## config.mk

```make
export PLATFORM = sky130hd
export DESIGN_NAME = sha256_message_hasher_flat
export DESIGN_NICKNAME = d
export VERILOG_FILES = /design/src/sv/sha256_pkg.sv /design/src/sv/sha256_if.sv /design/src/sv/sha256_core.sv /design/src/sv/sha256_message_hasher.sv /design/src/flat_wrapper.sv
export SDC_FILE = /design/constraint.sdc
export NUM_CORES = 2
export LEC_CHECK = 0
export BUFFER_PORTS_ARGS = -buffer_cell sky130_fd_sc_hd__clkbuf_2
export CAP_MARGIN = 20
export CORE_ASPECT_RATIO = 0.8
export CORE_UTILIZATION = 45
export CTS_CLUSTER_SIZE = 16
export DETAILED_ROUTE_END_ITERATION = 8
export SYNTH_ARGS = -nofsm -noshare
export SYNTH_HDL_FRONTEND = slang
export SYNTH_SLANG_ARGS = --single-unit
```

## constraint.sdc

```tcl
create_clock -name i_clk -period 17.7 [get_ports i_clk]
set_input_delay 2.655 -clock i_clk [delete_from_list [all_inputs] [get_ports i_clk]]
set_output_delay 2.655 -clock i_clk [all_outputs]
set_load 0.1 [all_outputs]
```

## src/sv/sha256_pkg.sv

```systemverilog
`timescale 1ns / 1ps
`default_nettype none
// ----------------------------------------------------------------------------
// sha256_pkg
// Shared types, constants and round functions of the SHA-256 hasher.
// ----------------------------------------------------------------------------
package sha256_pkg;

    localparam int unsigned BlockBytes = 64;
    localparam int unsigned PosW       = $clog2(BlockBytes);
    localparam int unsigned BlockW     = 8 * BlockBytes;
    localparam int unsigned LenW       = 61;
    localparam logic [7:0]  PadByte    = 8'h80;

    // word 0 sits in the low bits
    localparam logic [7:0][31:0] InitHash = {
        32'h5be0cd19, 32'h1f83d9ab, 32'h9b05688c, 32'h510e527f,
        32'ha54ff53a, 32'h3c6ef372, 32'hbb67ae85, 32'h6a09e667
    };

    // controls from the sequencer to the compression unit
    typedef struct packed {
        logic       init;
        logic       load;
        logic       start;
        logic [7:0] data;
    } t_core_ctl;

    typedef struct packed {
        logic busy;
        logic done;
    } t_core_sts;

    function automatic logic [31:0] rotr(input logic [31:0] x, input int unsigned n);
        rotr = (x >> n) | (x << (32 - n));
    endfunction

    function automatic logic [31:0] big0(input logic [31:0] x);
        big0 = rotr(x, 2) ^ rotr(x, 13) ^ rotr(x, 22);
    endfunction

    function automatic logic [31:0] big1(input logic [31:0] x);
        big1 = rotr(x, 6) ^ rotr(x, 11) ^ rotr(x, 25);
    endfunction

    function automatic logic [31:0] sml0(input logic [31:0] x);
        sml0 = rotr(x, 7) ^ rotr(x, 18) ^ (x >> 3);
    endfunction

    function automatic logic [31:0] sml1(input logic [31:0] x);
        sml1 = rotr(x, 17) ^ rotr(x, 19) ^ (x >> 10);
    endfunction

    function automatic logic [31:0] round_k(input logic [5:0] i);
        logic [31:0] k;
        case (i)
            6'd0:  k = 32'h428a2f98; 6'd1:  k = 32'h71374491;
            6'd2:  k = 32'hb5c0fbcf; 6'd3:  k = 32'he9b5dba5;
            6'd4:  k = 32'h3956c25b; 6'd5:  k = 32'h59f111f1;
            6'd6:  k = 32'h923f82a4; 6'd7:  k = 32'hab1c5ed5;
            6'd8:  k = 32'hd807aa98; 6'd9:  k = 32'h12835b01;
            6'd10: k = 32'h243185be; 6'd11: k = 32'h550c7dc3;
            6'd12: k = 32'h72be5d74; 6'd13: k = 32'h80deb1fe;
            6'd14: k = 32'h9bdc06a7; 6'd15: k = 32'hc19bf174;
            6'd16: k = 32'he49b69c1; 6'd17: k = 32'hefbe4786;
            6'd18: k = 32'h0fc19dc6; 6'd19: k = 32'h240ca1cc;
            6'd20: k = 32'h2de92c6f; 6'd21: k = 32'h4a7484aa;
            6'd22: k = 32'h5cb0a9dc; 6'd23: k = 32'h76f988da;
            6'd24: k = 32'h983e5152; 6'd25: k = 32'ha831c66d;
            6'd26: k = 32'hb00327c8; 6'd27: k = 32'hbf597fc7;
            6'd28: k = 32'hc6e00bf3; 6'd29: k = 32'hd5a79147;
            6'd30: k = 32'h06ca6351; 6'd31: k = 32'h14292967;
            6'd32: k = 32'h27b70a85; 6'd33: k = 32'h2e1b2138;
            6'd34: k = 32'h4d2c6dfc; 6'd35: k = 32'h53380d13;
            6'd36: k = 32'h650a7354; 6'd37: k = 32'h766a0abb;
            6'd38: k = 32'h81c2c92e; 6'd39: k = 32'h92722c85;
            6'd40: k = 32'ha2bfe8a1; 6'd41: k = 32'ha81a664b;
            6'd42: k = 32'hc24b8b70; 6'd43: k = 32'hc76c51a3;
            6'd44: k = 32'hd192e819; 6'd45: k = 32'hd6990624;
            6'd46: k = 32'hf40e3585; 6'd47: k = 32'h106aa070;
            6'd48: k = 32'h19a4c116; 6'd49: k = 32'h1e376c08;
            6'd50: k = 32'h2748774c; 6'd51: k = 32'h34b0bcb5;
            6'd52: k = 32'h391c0cb3; 6'd53: k = 32'h4ed8aa4a;
            6'd54: k = 32'h5b9cca4f; 6'd55: k = 32'h682e6ff3;
            6'd56: k = 32'h748f82ee; 6'd57: k = 32'h78a5636f;
            6'd58: k = 32'h84c87814; 6'd59: k = 32'h8cc70208;
            6'd60: k = 32'h90befffa; 6'd61: k = 32'ha4506ceb;
            6'd62: k = 32'hbef9a3f7; 6'd63: k = 32'hc67178f2;
            default: k = 32'h0;
        endcase
        round_k = k;
    endfunction

endpackage
`default_nettype wire

```

## src/sv/sha256_if.sv

```systemverilog
`timescale 1ns / 1ps
`default_nettype none
// ----------------------------------------------------------------------------
// sha256_if
// Valid/ready channels: message bytes in, digest words out.
// ----------------------------------------------------------------------------
interface sha256_in_if;
    logic       valid;
    logic       ready;
    logic [7:0] message_byte;
    logic       byte_present;
    logic       end_of_message;

    modport source (output valid, output message_byte, output byte_present,
                    output end_of_message, input ready);
    modport sink   (input valid, input message_byte, input byte_present,
                    input end_of_message, output ready);
endinterface

interface sha256_out_if;
    logic        valid;
    logic        ready;
    logic [31:0] digest_word;
    logic [2:0]  word_number;
    logic        final_word;

    modport source (output valid, output digest_word, output word_number,
                    output final_word, input ready);
    modport sink   (input valid, input digest_word, input word_number,
                    input final_word, output ready);
endinterface
`default_nettype wire

```

## src/sv/sha256_core.sv

```systemverilog
`timescale 1ns / 1ps
`default_nettype none
// ----------------------------------------------------------------------------
// sha256_core
// Block shift line, message schedule and one shared round per cycle.
// ----------------------------------------------------------------------------
module sha256_core (
    input  wire logic                  i_clk,
    input  wire logic                  i_rst_n,
    input  wire sha256_pkg::t_core_ctl i_ctl,
    output sha256_pkg::t_core_sts      o_sts,
    output logic [7:0][31:0]           o_hash
);

    // oldest schedule word sits at the top of the line
    logic [sha256_pkg::BlockW-1:0] r_blk;
    logic [7:0][31:0]              r_v;
    logic [7:0][31:0]              r_h;
    logic [5:0]                    r_rnd;
    logic                          r_run;
    logic                          r_add;

    logic [31:0] w_t, w_1, w_9, w_14, w_new;
    logic [31:0] ch, maj, t1, t2;

    assign w_t   = r_blk[511:480];
    assign w_1   = r_blk[479:448];
    assign w_9   = r_blk[223:192];
    assign w_14  = r_blk[63:32];
    assign w_new = sha256_pkg::sml1(w_14) + w_9 + sha256_pkg::sml0(w_1) + w_t;

    assign ch  = (r_v[4] & r_v[5]) ^ (~r_v[4] & r_v[6]);
    assign maj = (r_v[0] & r_v[1]) ^ (r_v[0] & r_v[2]) ^ (r_v[1] & r_v[2]);
    assign t1  = r_v[7] + sha256_pkg::big1(r_v[4]) + ch + sha256_pkg::round_k(r_rnd) + w_t;
    assign t2  = sha256_pkg::big0(r_v[0]) + maj;

    always_ff @(posedge i_clk) begin
        if (!i_rst_n) begin
            r_run <= 1'b0;
            r_add <= 1'b0;
            r_rnd <= '0;
            r_h   <= sha256_pkg::InitHash;
        end else begin
            if (i_ctl.start) begin
                r_run <= 1'b1;
                r_rnd <= '0;
            end else if (r_run) begin
                r_rnd <= r_rnd + 6'd1;
                if (r_rnd == 6'd63) begin
                    r_run <= 1'b0;
                    r_add <= 1'b1;
                end
            end else if (r_add) begin
                r_add <= 1'b0;
                for (int i = 0; i < 8; i++) begin
                    r_h[i] <= r_h[i] + r_v[i];
                end
            end else if (i_ctl.init) begin
                r_h <= sha256_pkg::InitHash;
            end
        end
    end

    always_ff @(posedge i_clk) begin
        if (i_ctl.start) begin
            r_v <= r_h;
        end else if (r_run) begin
            r_v[7] <= r_v[6];
            r_v[6] <= r_v[5];
            r_v[5] <= r_v[4];
            r_v[4] <= r_v[3] + t1;
            r_v[3] <= r_v[2];
            r_v[2] <= r_v[1];
            r_v[1] <= r_v[0];
            r_v[0] <= t1 + t2;
            r_blk  <= {r_blk[sha256_pkg::BlockW-33:0], w_new};
        end else if (i_ctl.load) begin
            r_blk <= {r_blk[sha256_pkg::BlockW-9:0], i_ctl.data};
        end
    end

    assign o_sts.busy = r_run | r_add;
    assign o_sts.done = r_add;
    assign o_hash     = r_h;

endmodule
`default_nettype wire

```

## src/sv/sha256_message_hasher.sv

```systemverilog
`timescale 1ns / 1ps
`default_nettype none
// ----------------------------------------------------------------------------
// sha256_message_hasher
// SHA-256 of a byte stream, eight digest words out per message.
// ----------------------------------------------------------------------------
// A byte that does not complete a 64-byte block is taken, and the hasher
// stays ready. The byte that completes a block is followed by compression
// (a start step, 64 rounds on the single shared round unit, one
// feed-forward add), and no further byte is taken until it ends. A final
// request then shifts the padding in one byte a cycle up to the end of the
// block, compresses once or twice, and returns eight words through an
// output register; the next message may start while the last word waits.
module sha256_message_hasher (
    input  wire logic     i_clk,
    input  wire logic     i_rst_n,
    sha256_in_if.sink     i_msg,
    sha256_out_if.source  o_dig
);

    localparam logic [2:0] S_IDLE = 3'd0;
    localparam logic [2:0] S_PAD  = 3'd1;
    localparam logic [2:0] S_KICK = 3'd2;
    localparam logic [2:0] S_WAIT = 3'd3;
    localparam logic [2:0] S_OUT  = 3'd4;

    logic [2:0]                      r_state;
    logic [sha256_pkg::PosW-1:0]     r_pos;
    logic [sha256_pkg::PosW-1:0]     n_pos;
    logic [sha256_pkg::LenW-1:0]     r_len;
    logic                            r_pad;
    logic                            r_first;
    logic                            r_extra;
    logic                            r_final;
    logic [2:0]                      r_widx;
    logic                            r_ov;
    logic [31:0]                     r_word;
    logic [2:0]                      r_onum;

    sha256_pkg::t_core_ctl core_ctl;
    sha256_pkg::t_core_sts core_sts;
    logic [7:0][31:0]      hash;

    logic        accept;
    logic [63:0] len_bits;
    logic [7:0]  pad_byte;
    logic        ext;
    logic        out_load;

    assign accept   = i_msg.valid & i_msg.ready;
    assign len_bits = {r_len, 3'b000};
    assign n_pos    = r_pos + 1'b1;
    assign ext      = r_first ? (r_pos[5:3] == 3'b111) : r_extra;
    assign out_load = (r_state == S_OUT) && (!r_ov || o_dig.ready);

    // length bytes go big-endian into the last eight slots of the final block
    always_comb begin
        if (r_first) begin
            pad_byte = sha256_pkg::PadByte;
        end else if (!r_extra && r_pos[5:3] == 3'b111) begin
            pad_byte = len_bits[{~r_pos[2:0], 3'b000} +: 8];
        end else begin
            pad_byte = 8'h00;
        end
    end

    always_comb begin
        core_ctl.init  = out_load && (r_widx == 3'd7);
        core_ctl.start = (r_state == S_KICK);
        core_ctl.load  = (accept && i_msg.byte_present) || (r_state == S_PAD);
        core_ctl.data  = (r_state == S_PAD) ? pad_byte : i_msg.message_byte;
    end

    sha256_core u_core (
        .i_clk   (i_clk),
        .i_rst_n (i_rst_n),
        .i_ctl   (core_ctl),
        .o_sts   (core_sts),
        .o_hash  (hash)
    );

    always_ff @(posedge i_clk) begin
        if (!i_rst_n) begin
            r_state <= S_IDLE;
            r_pos   <= '0;
            r_len   <= '0;
            r_pad   <= 1'b0;
            r_first <= 1'b0;
            r_extra <= 1'b0;
            r_final <= 1'b0;
            r_widx  <= '0;
            r_ov    <= 1'b0;
        end else begin
            if (out_load) begin
                r_ov <= 1'b1;
            end else if (o_dig.ready) begin
                r_ov <= 1'b0;
            end
            case (r_state)
                S_IDLE: begin
                    if (accept) begin
                        if (i_msg.byte_present) begin
                            r_pos <= n_pos;
                            r_len <= r_len + 1'b1;
                        end
                        if (i_msg.end_of_message) begin
                            r_pad   <= 1'b1;
                            r_first <= 1'b1;
                            r_extra <= 1'b0;
                            r_final <= 1'b0;
                        end
                        if (i_msg.byte_present && r_pos == '1) begin
                            r_state <= S_KICK;
                        end else if (i_msg.end_of_message) begin
                            r_state <= S_PAD;
                        end
                    end
                end
                S_PAD: begin
                    r_pos   <= n_pos;
                    r_first <= 1'b0;
                    if (r_pos == '1) begin
                        r_final <= !ext;
                        r_extra <= 1'b0;
                        r_state <= S_KICK;
                    end else begin
                        r_extra <= ext;
                    end
                end
                S_KICK: begin
                    r_state <= S_WAIT;
                end
                S_WAIT: begin
                    if (core_sts.done) begin
                        if (!r_pad) begin
                            r_state <= S_IDLE;
                        end else if (r_final) begin
                            r_state <= S_OUT;
                            r_widx  <= '0;
                        end else begin
                            r_state <= S_PAD;
                        end
                    end
                end
                S_OUT: begin
                    if (out_load) begin
                        r_widx <= r_widx + 3'd1;
                        if (r_widx == 3'd7) begin
                            r_state <= S_IDLE;
                            r_pos   <= '0;
                            r_len   <= '0;
                            r_pad   <= 1'b0;
                            r_final <= 1'b0;
                        end
                    end
                end
                default: begin
                    r_state <= S_IDLE;
                end
            endcase
        end
    end

    always_ff @(posedge i_clk) begin
        if (out_load) begin
            r_word <= hash[r_widx];
            r_onum <= r_widx;
        end
    end

    assign i_msg.ready       = (r_state == S_IDLE);
    assign o_dig.valid       = r_ov;
    assign o_dig.digest_word = r_word;
    assign o_dig.word_number = r_onum;
    assign o_dig.final_word  = (r_onum == 3'd7);

    // no request is taken while a block is being compressed
    a_ready_idle: assert property (@(posedge i_clk) disable iff (!i_rst_n)
        i_msg.ready |-> !core_sts.busy)
        else $error("request accepted during compression");

    // the block line must not shift bytes while rounds run
    a_load_idle: assert property (@(posedge i_clk) disable iff (!i_rst_n)
        core_ctl.load |-> !core_sts.busy && !core_ctl.start)
        else $error("byte loaded into busy core");

    // digest words leave back to back in order
    a_word_order: assert property (@(posedge i_clk) disable iff (!i_rst_n)
        o_dig.valid && o_dig.ready && (o_dig.word_number != 3'd7)
        |=> o_dig.valid && (o_dig.word_number == $past(o_dig.word_number) + 3'd1))
        else $error("digest word order broken");

endmodule
`default_nettype wire
```

## src/flat_wrapper.sv

```systemverilog
// flat-port wrapper written by rule: the top's interface ports become plain ports
module sha256_message_hasher_flat 
  (i_clk, i_rst_n, i_msg_valid, i_msg_message_byte, i_msg_byte_present, i_msg_end_of_message, i_msg_ready, o_dig_valid, o_dig_digest_word, o_dig_word_number, o_dig_final_word, o_dig_ready);
  sha256_in_if i_msg_i ();
  sha256_out_if o_dig_i ();
  input  wire logic i_clk;
  input  wire logic i_rst_n;
  input wire logic [$bits(i_msg_i.valid)-1:0] i_msg_valid;
  input wire logic [$bits(i_msg_i.message_byte)-1:0] i_msg_message_byte;
  input wire logic [$bits(i_msg_i.byte_present)-1:0] i_msg_byte_present;
  input wire logic [$bits(i_msg_i.end_of_message)-1:0] i_msg_end_of_message;
  output wire logic [$bits(i_msg_i.ready)-1:0] i_msg_ready;
  output wire logic [$bits(o_dig_i.valid)-1:0] o_dig_valid;
  output wire logic [$bits(o_dig_i.digest_word)-1:0] o_dig_digest_word;
  output wire logic [$bits(o_dig_i.word_number)-1:0] o_dig_word_number;
  output wire logic [$bits(o_dig_i.final_word)-1:0] o_dig_final_word;
  input wire logic [$bits(o_dig_i.ready)-1:0] o_dig_ready;
  assign i_msg_i.valid = i_msg_valid;
  assign i_msg_i.message_byte = i_msg_message_byte;
  assign i_msg_i.byte_present = i_msg_byte_present;
  assign i_msg_i.end_of_message = i_msg_end_of_message;
  assign i_msg_ready = i_msg_i.ready;
  assign o_dig_valid = o_dig_i.valid;
  assign o_dig_digest_word = o_dig_i.digest_word;
  assign o_dig_word_number = o_dig_i.word_number;
  assign o_dig_final_word = o_dig_i.final_word;
  assign o_dig_i.ready = o_dig_ready;
  sha256_message_hasher u_core (.i_clk(i_clk), .i_rst_n(i_rst_n), .i_msg(i_msg_i), .o_dig(o_dig_i));
endmodule
```

==> results.yml <==
outcome:
  status: "complete, no violations"
sta:
  rsz0062_at_grt: "no"
  finalClockSkew_ns: 0.0307
  slew_viol_final: 0
  finalHoldViolCount: 0
  relSlewSlack_pct: 21.5
  clock.fmax_mhz: 117
  fin_crit_sh_pct: 48.2
  worstMarginPinSlew_ns: 1.18
  timing.final.crit_period_ns: 8.53
  finalSetupTns_ns: 0
  setup_violations: 0
synth:
  syn_area_um2: 76600
  ys_types: 106
  syn_nets: 8164
  yosysSeqAreaShare_pct: 41.3
  yosysWarningCount: 0
  ys.flop_type: "edfxtp_1"
  synthAdderAreaFrac_pct: 11.6
  syn_avg_cell_area_um2: 10.1
  synth_area_leaders: "edfxtp_1 31%, dfxtp_1 9.8%, mux2_2 7.6%, ha_1 6.4%, nand2_1 5.1%"
  synth_compound_area_share_pct: 14.0
  muxShareOfSynthArea_pct: 10.5
  yosys.area_share.simple_pct: 11.7
  syn_inst: 7562
  synth_top_family_by_area: "compound AO/OA/AOI/OAI gates"
  yosys.area.top_type_share_pct: 31.5
  synth-async-reset-ratio_pct: 0
  synthXorXnorAreaFrac_pct: 7.06
  ys_ff_latch: 1177
  synth_enable_flop_cells: 803
  synth_area_leader_cell: "edfxtp_1"
clocking:
  clk_pin_slew_ns: 0.06
  clk_latency_ns: 0.79
  cts_hold_buf: 0
  clock_sinks: 1177
  htree_levels: 4
  root_buffer: "clkbuf_16"
  numCtsBuffers: 137
  postCtsResizedCells: 0
  cts_tree: "yes"
  clockBufferDepth: 3
  post-cts-setup-buffers: 0
finish:
  regArea_um2: 31600
  final_common_cell: "nand2_1"
  mostFrequentLayoutCells: "1038 x nand2_1, 803 x edfxtp_1, 519 x mux2_2"
  fin_nets: 8049
  finalCoreUtilization_pct: 49.4
  multi_input_area_um2: 42100
  fillers: 15517
  syn2layout_area_growth_pct: 9.17
  drive_gt1_share_pct: 13.6
floorplan:
  io_pins: 52
  rows: 135
  die_width_um: 463
  design.die.area_um2: 172000
  die_h_um: 371
  start_util_pct: 45.3
  coreArea_um2: 169000
global_routing:
  grt_usage_pct: 28.6
  grt_pass1_vias: 55464
  grt_pass1_wl_um: 368000
  gr-total-overflow: 0
  grt_start_max_net_pins: 193
  grt_antenna_before_repair: 6
flow_run:
  max_cap_violations: 0
route:
  drt_iter0_drc: 7197
  via_count: 59044
  via_per_inst: 6.01
  wl_um: 249000
  first_pass_iters: 6
  avgRoutedWirePerCell_um: 25.4
  drc: 0
  ant_nets: 0
setup_path:
  slowest_delay_ns: 0.63
  cp-end-kind: "flip-flop"
  critPathBufInv: 4
  cpMostUsedCell: "fa_1"
  slowest_stage: "a31oi_1"
  rr_startpoint: "u_core.u_core.r_v[128]"
  critical_path_class: "flip-flop to flip-flop"
  path_delay_family: "compound AO/OA/AOI/OAI gates"
  cp_max_fo: 6
  timing.reg2reg.setup_slack_ns: 9.17
  critPathRequiredTime_ns: 18.19
  r2r-end: "u_core.u_core.r_v[29]"
  ff2ff_path_depth: 33
  arrival_ns: 9.02
  start_kind: "flip-flop"
min_path:
  min_path_type: "flip-flop to flip-flop"
  min-delay-start: "u_core.r_extra"
  whs_endpoint: "u_core.r_extra"
  holdPathStages: 2
place:
  port_buffers: 51
  gp_congestion: 1.01
  hpwl_um: 181000
synth_stat cells, types with 11 or more instances:
cell and instances:
nand2_1 1042, edfxtp_1 803, mux2_2 519, nor2_1 470, a21oi_1 439, xnor2_1 401
inv_1 400, ha_1 393, o21ai_0 385, dfxtp_1 374, clkbuf_1 347, xor2_1 216
fa_1 195, a21o_1 192, nand3_1 118, o22ai_1 97, mux4_2 77, nor3_1 76
a22oi_1 62, nand2b_1 62, o21a_1 62, and3_1 52, or3_1 51, o21bai_1 47
a211oi_1 46, buf_1 46, a31oi_1 45, mux2i_1 44, nor2b_1 41, o31ai_1 38
o21ai_1 35, o211ai_1 34, nand4_1 33, and2_1 25, a211o_1 13, o221ai_1 13
nor4_1 12, a2111oi_0 11, or2_2 11
final cells by class:
type | instances | area share (%)
Clock buffer | 185 | 4.52
Clock inverter | 69 | 0.855
Multi-Input combinational cell | 5582 | 50.3
Timing Repair Buffer | 145 | 1.24
Tap cell | 2260 | 3.38
Antenna cell | 2 | 0.00599
Inverter | 404 | 1.83
Sequential cell | 1177 | 37.8
worst max path at each step:
stage | start | end | slack (ns) | cells past startpoint
2_1_floorplan | i_msg_valid | u_core.u_core.r_blk[0] | 2.53 | 3
3_3_place_gp | u_core.u_core.r_v[128] | u_core.u_core.r_v[29] | 9.38 | 33
3_5_place_dp | u_core.u_core.r_v[128] | u_core.u_core.r_v[29] | 9.30 | 33
4_1_cts | u_core.u_core.r_v[128] | u_core.u_core.r_v[29] | 9.28 | 33
5_1_grt | u_core.u_core.r_v[128] | u_core.u_core.r_v[31] | 8.57 | 33
6_report | u_core.u_core.r_v[128] | u_core.u_core.r_v[29] | 9.17 | 33
per-stage QoR:
| step | cells | hold WS [ns] | cell area, um^2 | setup WS, ns |
|---|---|---|---|---|
| 5_1_grt | 9823 | 0.504 | 83600 | 8.57 |
| 6_report | 9824 | 0.485 | 83600 | 9.17 |
| 3_3_place_gp | 9565 | 0.467 | 79000 | 9.38 |
| 4_1_cts | 9819 | 0.484 | 83500 | 9.28 |
| 2_1_floorplan | 7562 | 0.432 | 76600 | 2.53 |
| 3_5_place_dp | 9565 | 0.475 | 79000 | 9.30 |
routing by layer:
layer | up-vias | GRT usage [%] | share of wire [%]
li1 | 26879 | - | -
met1 | 29109 | 44.1 | 47
met2 | 2718 | 37.8 | 38
met3 | 332 | 8.94 | 12
met4 | 6 | 7.02 | 2.4
met5 | - | 0.606 | 0.065
cells by family after synthesis:
group	count (synthesis)
compound gates	1681
mux	640
fa+ha+maj	591
simple gates	2053
buf+inv	803
flops	1177
xor+xnor	617
sequential cells by signal (all words and copies together), names as in the netlist, named ones only:
name and cells:
u_core.o_dig.digest_word 32, u_core.o_dig.valid 1, u_core.o_dig.word_number 3, u_core.r_extra 1, u_core.r_final 1, u_core.r_first 1, u_core.r_len 61, u_core.r_pad 1
u_core.r_pos 6, u_core.r_state 3, u_core.r_widx 3, u_core.u_core.o_hash 256, u_core.u_core.r_add 1, u_core.u_core.r_blk 512, u_core.u_core.r_rnd 6, u_core.u_core.r_run 1
u_core.u_core.r_v 256
tightest hold or removal path, stage by stage (launching register included):
cell      delay, ns
dfxtp_1        0.32
nand2b_1       0.07
a21oi_1        0.05
Power is left out: the tool's default activity adds up to more than one toggle a clock period on the data nets, which glitch-free logic cannot reach.
